`src/rtl/sfr_pkg.sv`:
```
`timescale 1ns / 1ps

package sfr_pkg;

   // Field widths fixed by the frame format
   localparam int DATA_W     = 8;
   localparam int INDEX_W    = 7;
   localparam int LEN_W      = 8;
   localparam int LPOS_W     = 7;
   localparam int TARGET_W   = 10;
   localparam int CSR_ADDR_W = 3;

   // Command codes on the request channel
   localparam logic CMD_ARM  = 1'b0;
   localparam logic CMD_BYTE = 1'b1;

   // Register map of the configuration port
   typedef enum logic [CSR_ADDR_W-1:0] {
      CSR_EXPECTED_COUNT  = 3'd0,
      CSR_START_CHAR      = 3'd1,
      CSR_STOP_CHAR       = 3'd2,
      CSR_ECHO_ENABLE     = 3'd3,
      CSR_LENGTH_POSITION = 3'd4,
      CSR_LENGTH_ADJUST   = 3'd5
   } csr_index_type;

   typedef struct packed {
      logic [DATA_W-1:0]        expected_count;
      logic [DATA_W-1:0]        start_char;
      logic [DATA_W-1:0]        stop_char;
      logic                     echo_enable;
      logic [LPOS_W-1:0]        length_position;
      logic signed [DATA_W-1:0] length_adjust;
   } cfg_type;

   typedef struct packed {
      logic              command;
      logic [DATA_W-1:0] rx_byte;
   } req_type;

   typedef struct packed {
      logic               echo_valid;
      logic [DATA_W-1:0]  echo_byte;
      logic               store_valid;
      logic [INDEX_W-1:0] store_index;
      logic [DATA_W-1:0]  store_byte;
      logic               frame_done;
      logic [LEN_W-1:0]   frame_length;
      logic               overflow;
      logic               busy_res;
   } rsp_type;

endpackage

```
`src/rtl/sfr_if.sv`:
```
`timescale 1ns / 1ps

// Request channel: arm command or one received byte
interface sfr_req_if import sfr_pkg::*; ();
   logic              valid;
   logic              ready;
   logic              command;
   logic [DATA_W-1:0] rx_byte;

   modport source (output valid, command, rx_byte, input ready);
   modport sink   (input valid, command, rx_byte, output ready);
endinterface

// Result channel: one result per request
interface sfr_rsp_if import sfr_pkg::*; ();
   logic               valid;
   logic               ready;
   logic               echo_valid;
   logic [DATA_W-1:0]  echo_byte;
   logic               store_valid;
   logic [INDEX_W-1:0] store_index;
   logic [DATA_W-1:0]  store_byte;
   logic               frame_done;
   logic [LEN_W-1:0]   frame_length;
   logic               overflow;
   logic               busy_res;

   modport source (output valid, echo_valid, echo_byte, store_valid, store_index, store_byte,
                   frame_done, frame_length, overflow, busy_res, input ready);
   modport sink   (input valid, echo_valid, echo_byte, store_valid, store_index, store_byte,
                   frame_done, frame_length, overflow, busy_res, output ready);
endinterface

// Configuration write channel
interface sfr_csr_if import sfr_pkg::*; ();
   logic                  valid;
   logic                  ready;
   logic [CSR_ADDR_W-1:0] index;
   logic [DATA_W-1:0]     wdata;

   modport source (output valid, index, wdata, input ready);
   modport sink   (input valid, index, wdata, output ready);
endinterface

```
`src/rtl/sfr_csr_regs.sv`:
```
`timescale 1ns / 1ps

module sfr_csr_regs import sfr_pkg::*; (
   input  logic      clock,
   input  logic      reset,
   sfr_csr_if.sink   csr,
   output cfg_type   cfg
);

   cfg_type cfg_ff;
   cfg_type cfg_in;

   // Always take a write; unknown indexes are dropped
   assign csr.ready = 1'b1;

   // Decode the register index
   always_comb begin
      cfg_in = cfg_ff;
      if (csr.valid) begin
         case (csr_index_type'(csr.index))
            CSR_EXPECTED_COUNT:  cfg_in.expected_count  = csr.wdata;
            CSR_START_CHAR:      cfg_in.start_char      = csr.wdata;
            CSR_STOP_CHAR:       cfg_in.stop_char       = csr.wdata;
            CSR_ECHO_ENABLE:     cfg_in.echo_enable     = csr.wdata[0];
            CSR_LENGTH_POSITION: cfg_in.length_position = csr.wdata[LPOS_W-1:0];
            CSR_LENGTH_ADJUST:   cfg_in.length_adjust   = $signed(csr.wdata);
            default:             cfg_in = cfg_ff;
         endcase
      end
   end

   always_ff @(posedge clock) begin
      if (reset) begin
         cfg_ff <= '0;
      end else begin
         cfg_ff <= cfg_in;
      end
   end

   assign cfg = cfg_ff;

endmodule

```
`src/rtl/sfr_deframer.sv`:
```
`timescale 1ns / 1ps

module sfr_deframer import sfr_pkg::*; #(
   parameter int BUFFER_SIZE = 128
) (
   input  logic    clock,
   input  logic    reset,
   input  logic    step_en,
   input  req_type item,
   input  cfg_type cfg,
   output rsp_type result
);

   localparam int POS_W = $clog2(BUFFER_SIZE);
   localparam logic [POS_W:0]           COUNT_LIMIT  = (POS_W + 1)'(BUFFER_SIZE);
   localparam logic signed [TARGET_W:0] TARGET_LIMIT = (TARGET_W + 1)'(BUFFER_SIZE);

   logic                idle_ff, idle_in;
   logic                in_frame_ff, in_frame_in;
   logic [POS_W-1:0]    pos_ff, pos_in;
   logic [TARGET_W-1:0] target_ff, target_in;

   logic                found_start;
   logic                len_hit;
   logic                stop_hit;
   logic [POS_W:0]      count;
   logic [TARGET_W-1:0] len_sum;
   logic [TARGET_W-1:0] target_cur;
   logic                too_long;
   logic                count_hit;
   logic                full;

   // Per-byte arithmetic shared by the decision logic below
   assign count    = (POS_W + 1)'(pos_ff) + (POS_W + 1)'(1);
   assign len_hit  = (cfg.length_position != '0) &&
                     (DATA_W'(pos_ff) == DATA_W'(cfg.length_position));
   assign len_sum  = TARGET_W'($signed({2'b00, item.rx_byte}) +
                               $signed({{2{cfg.length_adjust[DATA_W-1]}}, cfg.length_adjust}));
   assign target_cur = len_hit ? len_sum : target_ff;
   assign too_long   = $signed({target_cur[TARGET_W-1], target_cur}) >= TARGET_LIMIT;
   assign count_hit  = target_cur == TARGET_W'(count);
   assign full       = count >= COUNT_LIMIT;
   assign found_start = !in_frame_ff && (item.rx_byte == cfg.start_char);
   assign stop_hit   = (cfg.stop_char != '0) && (item.rx_byte == cfg.stop_char) && !found_start;

   // Next state and result for the item in the input register
   always_comb begin
      result      = '0;
      idle_in     = idle_ff;
      in_frame_in = in_frame_ff;
      pos_in      = pos_ff;
      target_in   = target_ff;
      if (item.command == CMD_ARM) begin
         if (idle_ff) begin
            target_in   = TARGET_W'(cfg.expected_count);
            in_frame_in = (cfg.start_char == '0) && (cfg.stop_char == '0);
            pos_in      = '0;
            idle_in     = 1'b0;
         end
      end else if (!idle_ff) begin
         // Hunting: echo skipped bytes
         if (!in_frame_ff && !found_start && cfg.echo_enable) begin
            result.echo_valid = 1'b1;
            result.echo_byte  = item.rx_byte;
         end
         if (in_frame_ff || found_start) begin
            result.store_valid = 1'b1;
            result.store_index = INDEX_W'(pos_ff);
            result.store_byte  = item.rx_byte;
            if (cfg.echo_enable) begin
               result.echo_valid = 1'b1;
               result.echo_byte  = item.rx_byte;
            end
            target_in   = target_cur;
            in_frame_in = 1'b1;
            if (too_long || count_hit || stop_hit || full) begin
               result.frame_done   = 1'b1;
               result.frame_length = LEN_W'(count);
               result.overflow     = too_long || (!count_hit && !stop_hit);
               in_frame_in         = 1'b0;
               idle_in             = 1'b1;
               pos_in              = '0;
            end else begin
               pos_in = POS_W'(count);
            end
         end
      end
      result.busy_res = !idle_in;
   end

   // Advance frame state once per item
   always_ff @(posedge clock) begin
      if (reset) begin
         idle_ff     <= 1'b1;
         in_frame_ff <= 1'b0;
         pos_ff      <= '0;
         target_ff   <= '0;
      end else if (step_en) begin
         idle_ff     <= idle_in;
         in_frame_ff <= in_frame_in;
         pos_ff      <= pos_in;
         target_ff   <= target_in;
      end
   end

endmodule

```
`src/rtl/serial_frame_receiver.sv`:
```
`timescale 1ns / 1ps

// Serial frame receiver. Each request is either an arm command or one received byte, and each
// request yields exactly one result telling whether to echo the byte, where to store it in the
// frame buffer, and whether it closed the frame (with its length and an overflow flag). A request
// is registered on entry, decoded against the frame state and lands in the result register, so
// the block takes one request per clock while the result channel is not stalled; a stalled
// result holds back only the input register. Configuration registers take effect on the next
// request and are to be written while no frame work is pending; the block does not enforce this.
module serial_frame_receiver import sfr_pkg::*; #(
   parameter int BUFFER_SIZE = 128
) (
   input  logic       clock,
   input  logic       reset,
   sfr_req_if.sink    req_bus,
   sfr_rsp_if.source  rsp_bus,
   sfr_csr_if.sink    csr_bus
);

   cfg_type cfg;
   req_type in_data_ff, in_data_in;
   logic    in_valid_ff, in_valid_in;
   rsp_type out_data_ff, out_data_in;
   logic    out_valid_ff, out_valid_in;
   logic    advance;
   logic    req_take;

   sfr_csr_regs u_csr (
      .clock (clock),
      .reset (reset),
      .csr   (csr_bus),
      .cfg   (cfg)
   );

   sfr_deframer #(.BUFFER_SIZE(BUFFER_SIZE)) u_deframer (
      .clock   (clock),
      .reset   (reset),
      .step_en (advance),
      .item    (in_data_ff),
      .cfg     (cfg),
      .result  (out_data_in)
   );

   // Move the input item into the result register when that slot frees up
   assign advance       = in_valid_ff && (!out_valid_ff || rsp_bus.ready);
   assign req_bus.ready = !in_valid_ff || advance;
   assign req_take      = req_bus.valid && req_bus.ready;

   always_comb begin
      in_data_in   = in_data_ff;
      in_valid_in  = in_valid_ff;
      out_valid_in = out_valid_ff;
      if (advance) begin
         in_valid_in  = 1'b0;
         out_valid_in = 1'b1;
      end else if (rsp_bus.ready) begin
         out_valid_in = 1'b0;
      end
      if (req_take) begin
         in_data_in.command = req_bus.command;
         in_data_in.rx_byte = req_bus.rx_byte;
         in_valid_in        = 1'b1;
      end
   end

   always_ff @(posedge clock) begin
      if (reset) begin
         in_valid_ff  <= 1'b0;
         out_valid_ff <= 1'b0;
      end else begin
         in_valid_ff  <= in_valid_in;
         out_valid_ff <= out_valid_in;
      end
   end

   // Payload registers
   always_ff @(posedge clock) begin
      in_data_ff <= in_data_in;
      if (advance) begin
         out_data_ff <= out_data_in;
      end
   end

   // Drive the result channel
   assign rsp_bus.valid        = out_valid_ff;
   assign rsp_bus.echo_valid   = out_data_ff.echo_valid;
   assign rsp_bus.echo_byte    = out_data_ff.echo_byte;
   assign rsp_bus.store_valid  = out_data_ff.store_valid;
   assign rsp_bus.store_index  = out_data_ff.store_index;
   assign rsp_bus.store_byte   = out_data_ff.store_byte;
   assign rsp_bus.frame_done   = out_data_ff.frame_done;
   assign rsp_bus.frame_length = out_data_ff.frame_length;
   assign rsp_bus.overflow     = out_data_ff.overflow;
   assign rsp_bus.busy_res     = out_data_ff.busy_res;

   // A closed frame leaves the block idle
   assert property (@(posedge clock) disable iff (reset)
      rsp_bus.valid && rsp_bus.frame_done |-> !rsp_bus.busy_res)
      else $error("frame closed while still reporting busy");

   // Overflow only comes with a closing byte that was stored
   assert property (@(posedge clock) disable iff (reset)
      rsp_bus.valid && rsp_bus.overflow |-> rsp_bus.frame_done && rsp_bus.store_valid)
      else $error("overflow without a stored closing byte");

   // A held input item stays in place until it moves on
   assert property (@(posedge clock) disable iff (reset)
      in_valid_ff && !advance |=> in_valid_ff && $stable(in_data_ff))
      else $error("input item lost while the result side stalled");

   // The input slot empties only by moving into the result register
   assert property (@(posedge clock) disable iff (reset)
      in_valid_ff && !req_take |=> in_valid_ff || out_valid_ff)
      else $error("input item dropped without a result");

endmodule
```
`src/flat_wrapper.sv`:
```
// flat-port wrapper written by rule: the top's interface ports become plain ports
module serial_frame_receiver_flat import sfr_pkg::*;
#(
   parameter int BUFFER_SIZE = 128
)
  (clock, reset, req_bus_valid, req_bus_command, req_bus_rx_byte, req_bus_ready, rsp_bus_valid, rsp_bus_echo_valid, rsp_bus_echo_byte, rsp_bus_store_valid, rsp_bus_store_index, rsp_bus_store_byte, rsp_bus_frame_done, rsp_bus_frame_length, rsp_bus_overflow, rsp_bus_busy_res, rsp_bus_ready, csr_bus_valid, csr_bus_index, csr_bus_wdata, csr_bus_ready);
  sfr_req_if req_bus_i ();
  sfr_rsp_if rsp_bus_i ();
  sfr_csr_if csr_bus_i ();
  input  logic clock;
  input  logic reset;
  input wire logic [$bits(req_bus_i.valid)-1:0] req_bus_valid;
  input wire logic [$bits(req_bus_i.command)-1:0] req_bus_command;
  input wire logic [$bits(req_bus_i.rx_byte)-1:0] req_bus_rx_byte;
  output wire logic [$bits(req_bus_i.ready)-1:0] req_bus_ready;
  output wire logic [$bits(rsp_bus_i.valid)-1:0] rsp_bus_valid;
  output wire logic [$bits(rsp_bus_i.echo_valid)-1:0] rsp_bus_echo_valid;
  output wire logic [$bits(rsp_bus_i.echo_byte)-1:0] rsp_bus_echo_byte;
  output wire logic [$bits(rsp_bus_i.store_valid)-1:0] rsp_bus_store_valid;
  output wire logic [$bits(rsp_bus_i.store_index)-1:0] rsp_bus_store_index;
  output wire logic [$bits(rsp_bus_i.store_byte)-1:0] rsp_bus_store_byte;
  output wire logic [$bits(rsp_bus_i.frame_done)-1:0] rsp_bus_frame_done;
  output wire logic [$bits(rsp_bus_i.frame_length)-1:0] rsp_bus_frame_length;
  output wire logic [$bits(rsp_bus_i.overflow)-1:0] rsp_bus_overflow;
  output wire logic [$bits(rsp_bus_i.busy_res)-1:0] rsp_bus_busy_res;
  input wire logic [$bits(rsp_bus_i.ready)-1:0] rsp_bus_ready;
  input wire logic [$bits(csr_bus_i.valid)-1:0] csr_bus_valid;
  input wire logic [$bits(csr_bus_i.index)-1:0] csr_bus_index;
  input wire logic [$bits(csr_bus_i.wdata)-1:0] csr_bus_wdata;
  output wire logic [$bits(csr_bus_i.ready)-1:0] csr_bus_ready;
  assign req_bus_i.valid = req_bus_valid;
  assign req_bus_i.command = req_bus_command;
  assign req_bus_i.rx_byte = req_bus_rx_byte;
  assign req_bus_ready = req_bus_i.ready;
  assign rsp_bus_valid = rsp_bus_i.valid;
  assign rsp_bus_echo_valid = rsp_bus_i.echo_valid;
  assign rsp_bus_echo_byte = rsp_bus_i.echo_byte;
  assign rsp_bus_store_valid = rsp_bus_i.store_valid;
  assign rsp_bus_store_index = rsp_bus_i.store_index;
  assign rsp_bus_store_byte = rsp_bus_i.store_byte;
  assign rsp_bus_frame_done = rsp_bus_i.frame_done;
  assign rsp_bus_frame_length = rsp_bus_i.frame_length;
  assign rsp_bus_overflow = rsp_bus_i.overflow;
  assign rsp_bus_busy_res = rsp_bus_i.busy_res;
  assign rsp_bus_i.ready = rsp_bus_ready;
  assign csr_bus_i.valid = csr_bus_valid;
  assign csr_bus_i.index = csr_bus_index;
  assign csr_bus_i.wdata = csr_bus_wdata;
  assign csr_bus_ready = csr_bus_i.ready;
  serial_frame_receiver #(.BUFFER_SIZE(BUFFER_SIZE)) u_core (.clock(clock), .reset(reset), .req_bus(req_bus_i), .rsp_bus(rsp_bus_i), .csr_bus(csr_bus_i));
endmodule
```
`config.mk`:
```
export PLATFORM = sky130hd
export DESIGN_NAME = serial_frame_receiver_flat
export DESIGN_NICKNAME = d
export VERILOG_FILES = /design/src/rtl/sfr_pkg.sv /design/src/rtl/sfr_if.sv /design/src/rtl/sfr_csr_regs.sv /design/src/rtl/sfr_deframer.sv /design/src/rtl/serial_frame_receiver.sv /design/src/flat_wrapper.sv
export SDC_FILE = /design/constraint.sdc
export NUM_CORES = 1
export LEC_CHECK = 0
export BUFFER_PORTS_ARGS = -buffer_cell sky130_fd_sc_hd__clkbuf_2
export CORE_ASPECT_RATIO = 0.6
export CORE_MARGIN = 1.5
export CORE_UTILIZATION = 63
export DETAILED_ROUTE_END_ITERATION = 7
export PLACE_DENSITY_LB_ADDON = 0.3
export SLEW_MARGIN = 20
export SYNTH_ARGS = -nofsm -noshare
export SYNTH_HDL_FRONTEND = slang
export SYNTH_SLANG_ARGS = --single-unit
```
`constraint.sdc`:
```
create_clock -name clock -period 5.7 [get_ports clock]
set_clock_uncertainty 0.1 [all_clocks]
set_input_delay 0.57 -clock clock [delete_from_list [all_inputs] [get_ports clock]]
set_output_delay 0.57 -clock clock [all_outputs]
set_load 0.02 [all_outputs]
```
* Word-level counts from Yosys, hierarchy flattened
Cells that the tools add are included.
** Storage, ports and cells
- Output and inout port bits :: 39
- Register bits after elaboration :: 106
- Word-level logic and storage cells :: 110
- Input bits :: 25
** Operators by class
- Reductions and logical operators :: 43
- Equal/unequal tests :: 10
- $lt $le $gt $ge :: 2
- Add/sub/neg operators :: 2
- Bitwise gates (word level) :: 3
- Mux-type cells :: 27
** Operators by type and width (number)
- $mux 10 :: 6
- $mux 35 :: 1
- $mux 7 :: 5
- $mux 9 :: 2
- $eq 8x8->1 :: 2
- $logic_not 8->1 :: 2
- $mux 1 :: 13
- $reduce_and 2->1 :: 6
- $add 9x8->10 :: 1
- $eq 10x8->1 :: 1
- $ge 10x9->1 const B :: 1
- $logic_and 1x1->1 :: 10
- $add 7x1->8 const B :: 1
- $ge 8x8->1 const B :: 1
- $reduce_bool 2->1 :: 4
- $reduce_bool 8->1 :: 1
- $eq 7x7->1 :: 1
- $logic_not 1->1 :: 7
- $logic_or 1x1->1 :: 7
- $reduce_bool 7->1 :: 1
- $eq 3x2->1 const B :: 2
- $eq 3x3->1 const B :: 2
- $reduce_and 4->1 :: 1
- $reduce_or 4->1 :: 1
- 6 further kinds :: 8

* Longest topological paths before layout
- Depth in word-level cells :: 12
- Depth in mapped cells :: 13
- Gate-level depth less buffers :: 12

* Cells and area by module
A second synthesis with hierarchy kept.
** Unflattened totals
- Cells, all modules :: 511
- Area total of the unflattened synthesis :: 5328.9 µm²
** By module, submodules not included
- sfr_deframer :: instances 1, area an instance 2227.1 µm², cells an instance 308
- sfr_csr_regs :: instances 1, area an instance 1646.6 µm², cells an instance 148
- serial_frame_receiver :: instances 1, area an instance 1455.1 µm², cells an instance 55

* Least setup slack after synthesis
OpenSTA, ideal clock, no wires.
- Kind :: register to register
- Start point :: reg u_core.in_data_ff[0] (netlist name)
- End point :: reg u_core.out_data_ff, in the netlist u_core.rsp_bus.busy_res (data pin)
- Path slack :: 2.588 ns
- Stages on the path, launching flop included :: 14
- Required time :: 5.331 ns
- Setup time :: 0.269 ns
- Data arrival time :: 2.743 ns
- Path through :: edfxtp_1 ha_1 inv_1 fa_1 nor2b_1 o31a_1 o31ai_2 a2bb2oi_1 xnor2_1 and2_1 o311a_4 buf_4 a21oi_1 o21ai_1
** RTL lines
- start: declaration :: line serial_frame_receiver.sv:21 : req_type in_data_ff, in_data_in;
- start signal: assignment :: line serial_frame_receiver.sv:78 : in_data_ff <= in_data_in;
- end signal: assignment :: line serial_frame_receiver.sv:80 : out_data_ff <= out_data_in;
- end: declaration :: line serial_frame_receiver.sv:23 : rsp_type out_data_ff, out_data_in;

* Worst setup path after layout
- Start point :: reg u_core.u_deframer.pos_ff[0]
- End point :: reg u_core.out_data_ff, in the netlist u_core.rsp_bus.overflow (data pin)
** Between the ends
- Cells in the longest elaborated chain, start to end :: 9
- Elaborated cells on any way between the ends :: 15
- Those cells by class :: 1 x add/sub; 2 x order compare; 2 x eq/ne; 1 x mux; 1 x bitwise; 8 x reduce/logical
** RTL lines
- start: declaration :: line sfr_deframer.sv:20 : logic [POS_W-1:0] pos_ff, pos_in;
- start signal: assignment :: line sfr_deframer.sv:101 : pos_ff <= pos_in;
- $eq 7x7->1 :: line sfr_deframer.sv:36 : (DATA_W'(pos_ff) == DATA_W'(cfg.length_position));
- $logic_and 1x1->1 :: line sfr_deframer.sv:35 : assign len_hit = (cfg.length_position != '0) &&
- $mux 10 :: line sfr_deframer.sv:39 : assign target_cur = len_hit ? len_sum : target_ff;
- $ge 10x9->1 / $eq 10x8->1 (equally long branches) :: line sfr_deframer.sv:40, sfr_deframer.sv:41
- $logic_or 1x1->1 (3 in a row) :: line sfr_deframer.sv:76 : if (too_long || count_hit || stop_hit || full) begin
- $not 1->1 (no source line)
- $reduce_or 4->1 (no source line)
Parallel ways exist; a longest one is shown, timed or not.
A chain may end at the register's enable or synchronous reset.

==> flow_summary.yaml <==
status:
  status: "completed"
job:
  max_cap_violations: 0
timing:
  rsz0062_at_grt: "false"
  fin_crit_ns: 3.595
  setup_viol: 0
  drv_slew: 0
  finalHoldViolCount: 0
  tns_ns: 0
  worst_pin_slew_ns: 0.8354
  max_slew_margin_pct: 43.72
  max_freq_mhz: 278.2
  setup_slack_ns: 2.105
  period_share_pct: 63.07
place:
  dp_slack_ns: 2.224
  dp.cells: 690
  hpwl_um: 9732
  io_buffers: 62
  gp_congestion: 0.9534
synthesis:
  synth_area_mm2: 0.005231
  ys_types: 63
  synthCells: 544
  yosys_most_used_dff: "dfxtp_1"
  avgSynthCellArea_um2: 9.616
  synth-seq-cells: 106
  synthArstFlopShare_pct: 0
  ys_seq_area_share_pct: 49.17
  syn_nets: 581
  synth_edf_count: 45
  ys.warnings.count: 0
route:
  wl_per_cell_um: 19.03
  vias: 4375
  routed_wl_um: 13440
  first_pass_iters: 5
  drc: 0
  postRouteAntennaNets: 0
  viasPerCell: 6.197
  first_iter_violations: 698
global_routing:
  grt_antenna_before_repair: 0
  grt_max_degree: 63
  grt_pass1_vias: 3906
  grt_pass1_wl_um: 21160
  overflow: 0
  grt_usage_pct: 32.19
layout:
  num-nets-final: 630
  area_growth_pct: 12.15
  antenna_cells: 0
  fill_cells: 567
  multi_input_area_mm2: 0.002464
  fin_cells: 706
  layout-drive-gt1-share_pct: 15.38
  seqCellArea_mm2: 0.002572
critical_path:
  critPathLaunch: "u_core.u_deframer.pos_ff[0]"
  reg2regPathDepth: 9
  r2r-end: "u_core.rsp_bus.overflow"
  path_class: "flop to flop"
  regToRegSetupSlack_ns: 2.11
  crit_path_end_kind: "flop"
  arrival_ns: 3.70
  critPathLaunchType: "flop"
  worstReg2RegStart: "u_core.u_deframer.pos_ff[0]"
  required_ns: 5.80
  cp_max_fo: 13
cts:
  cts_tree: "done"
  clockBufferDepth: 2
  cts_num_sinks: 106
  cts_root_buf: "clkbuf_16"
  cts_setup_buffers: 0
  cts_buffers: 9
  cts_resized: 0
  clk_latency_ns: 0.35
  htreeDepth: 3
  holdBufCountCts: 0
  path_clk_slew_ns: 0.07
floorplanning:
  io_pins: 64
  die_h_um: 73.59
  start_util_pct: 65.58
  core_mm2: 0.007976
  fp-row-count: 25
  die_area_mm2: 0.008877
  die_w_um: 120.6
hold_path:
  holdPathEnd: "u_core.in_data_ff[7]"
  hold_path_class: "primary input to flop"
  min_from: "req_bus_rx_byte[7]"
  holdPathStages: 1
power_and_ir_drop:
  ir_drop_v: 0.0001640
  p_leak_nw: 2.303
  p_per_area_mw_per_mm2: 280.3
cells in the mapped netlist, types with 2 or more instances:
master | n | area, um^2
nand2_1 | 84 | 315.3
dfxtp_1 | 61 | 1221
a21oi_1 | 49 | 245.2
edfxtp_1 | 45 | 1351
nor2_1 | 36 | 135.1
xor2_1 | 30 | 262.8
and2_1 | 20 | 125.1
clkbuf_1 | 18 | 67.56
xnor2_1 | 17 | 148.9
inv_1 | 14 | 52.55
nor4_1 | 14 | 87.58
nand3_1 | 13 | 65.06
ha_1 | 11 | 137.6
mux2i_1 | 11 | 110.1
nor3_1 | 11 | 55.05
and3_1 | 10 | 62.56
nor2b_1 | 9 | 56.30
o21ai_0 | 8 | 40.04
nand4b_1 | 7 | 61.31
a211oi_1 | 5 | 37.54
or3_1 | 4 | 25.02
a221oi_1 | 3 | 26.28
a31oi_1 | 3 | 18.77
buf_2 | 3 | 15.01
buf_6 | 3 | 33.78
o211ai_1 | 3 | 22.52
o21a_1 | 3 | 22.52
a2111oi_0 | 2 | 17.52
a211o_1 | 2 | 17.52
a21oi_2 | 2 | 17.52
a311oi_1 | 2 | 17.52
a32oi_1 | 2 | 17.52
buf_4 | 2 | 15.01
nand2b_1 | 2 | 12.51
nand4_1 | 2 | 12.51
o2111ai_1 | 2 | 17.52
o21ai_1 | 2 | 10.01
o22ai_1 | 2 | 12.51
or2_2 | 2 | 12.51
or4_1 | 2 | 15.01
flip-flops by register name (all words and copies together), names as in the netlist, 7 cells and up:
signal and cells:
u_core.rsp_bus.store_index 7, u_core.in_data_ff 9, u_core.rsp_bus.frame_length 8, u_core.u_deframer.target_ff 10, u_core.rsp_bus.store_byte 8, u_core.u_csr.cfg 40
u_core.u_deframer.pos_ff 7, u_core.rsp_bus.echo_byte 8
logic make-up after synthesis:
logic type,after synthesis,share of synthesized area (%)
buf+inv,43,3.731
fa+ha+maj,12,3.014
simple gates,222,21.24
xor+xnor,47,7.869
flops,106,49.17
other cells,1,0.07168
compound gates,102,12.80
mux,11,2.105
layout make-up:
class,count,area share [%]
sequential,106,43.85
multi-input combinational,395,41.99
timing repair buffer,65,5.673
clock buffer,11,4.500
tap,108,2.303
inverter,16,1.024
clock inverter,5,0.6611
worst max-delay path, stage by stage, from the launching register on:
cell	delay, ns
dfxtp_1	0.64
ha_1	0.38
nand3_1	0.15
xor2_1	0.53
xnor2_1	0.17
nor4_1	0.34
o2111ai_1	0.23
o311a_4	0.43
a21boi_4	0.27
a21boi_1	0.20
worst max path at each step:
stage	end	cells after the start
global route	u_core.rsp_bus.overflow	9
finish	u_core.rsp_bus.overflow	9
floorplan	u_core.rsp_bus.busy_res	13
detailed placement	u_core.rsp_bus.overflow	9
global placement	u_core.rsp_bus.overflow	9
CTS	u_core.rsp_bus.overflow	9
stage by stage:
step / hold slack, ns / area, um^2 / util (%) / total power, W
floorplan: 0.3332 / 5231 / - / 0.0009722
global placement: 0.3425 / 5564 / 69.76 / 0.001019
detailed placement: 0.3520 / 5564 / 69.76 / 0.001026
CTS: 0.2879 / 5867 / 73.55 / 0.001640
global route: 0.2887 / 5867 / 73.55 / 0.001692
finish: 0.2955 / 5867 / 73.55 / 0.001644
layer usage:
| metal | vias up | global-route usage [%] | wire, um |
|---|---|---|---|
| met5 | - | 0 | 0 |
| met4 | 0 | 9.673 | 233 |
| met3 | 33 | 9.627 | 1582 |
| met2 | 277 | 45.01 | 5496 |
| met1 | 2043 | 48.02 | 6125 |
| li1 | 2022 | - | - |
report_power, final:
part,switching (W),internal (W),leakage (nW)
combinational,0.000115,0.0000600,1.23
sequential,0.0000246,0.000815,0.920
clock,0.000289,0.000341,0.153
total,0.000429,0.00122,2.30
cell usage in the layout (no fill, tap or decap), drive strengths merged, types with 3 or more instances in the layout:
cell type / count
a211oi: 5
dfxtp: 61
o21a: 3
a21oi: 51
ha: 11
nor2: 36
edfxtp: 45
xnor2: 17
nand2: 84
and3: 10
and2: 20
nor2b: 9
xor2: 30
inv: 20
nand4b: 7
a31oi: 3
nor3: 11
nand4: 3
a221oi: 3
o21ai: 10
clkbuf: 73
buf: 3
o211ai: 3
nand3: 13
nor4: 15
mux2i: 11
or3: 4
Power figures use the tool's default switching activity.
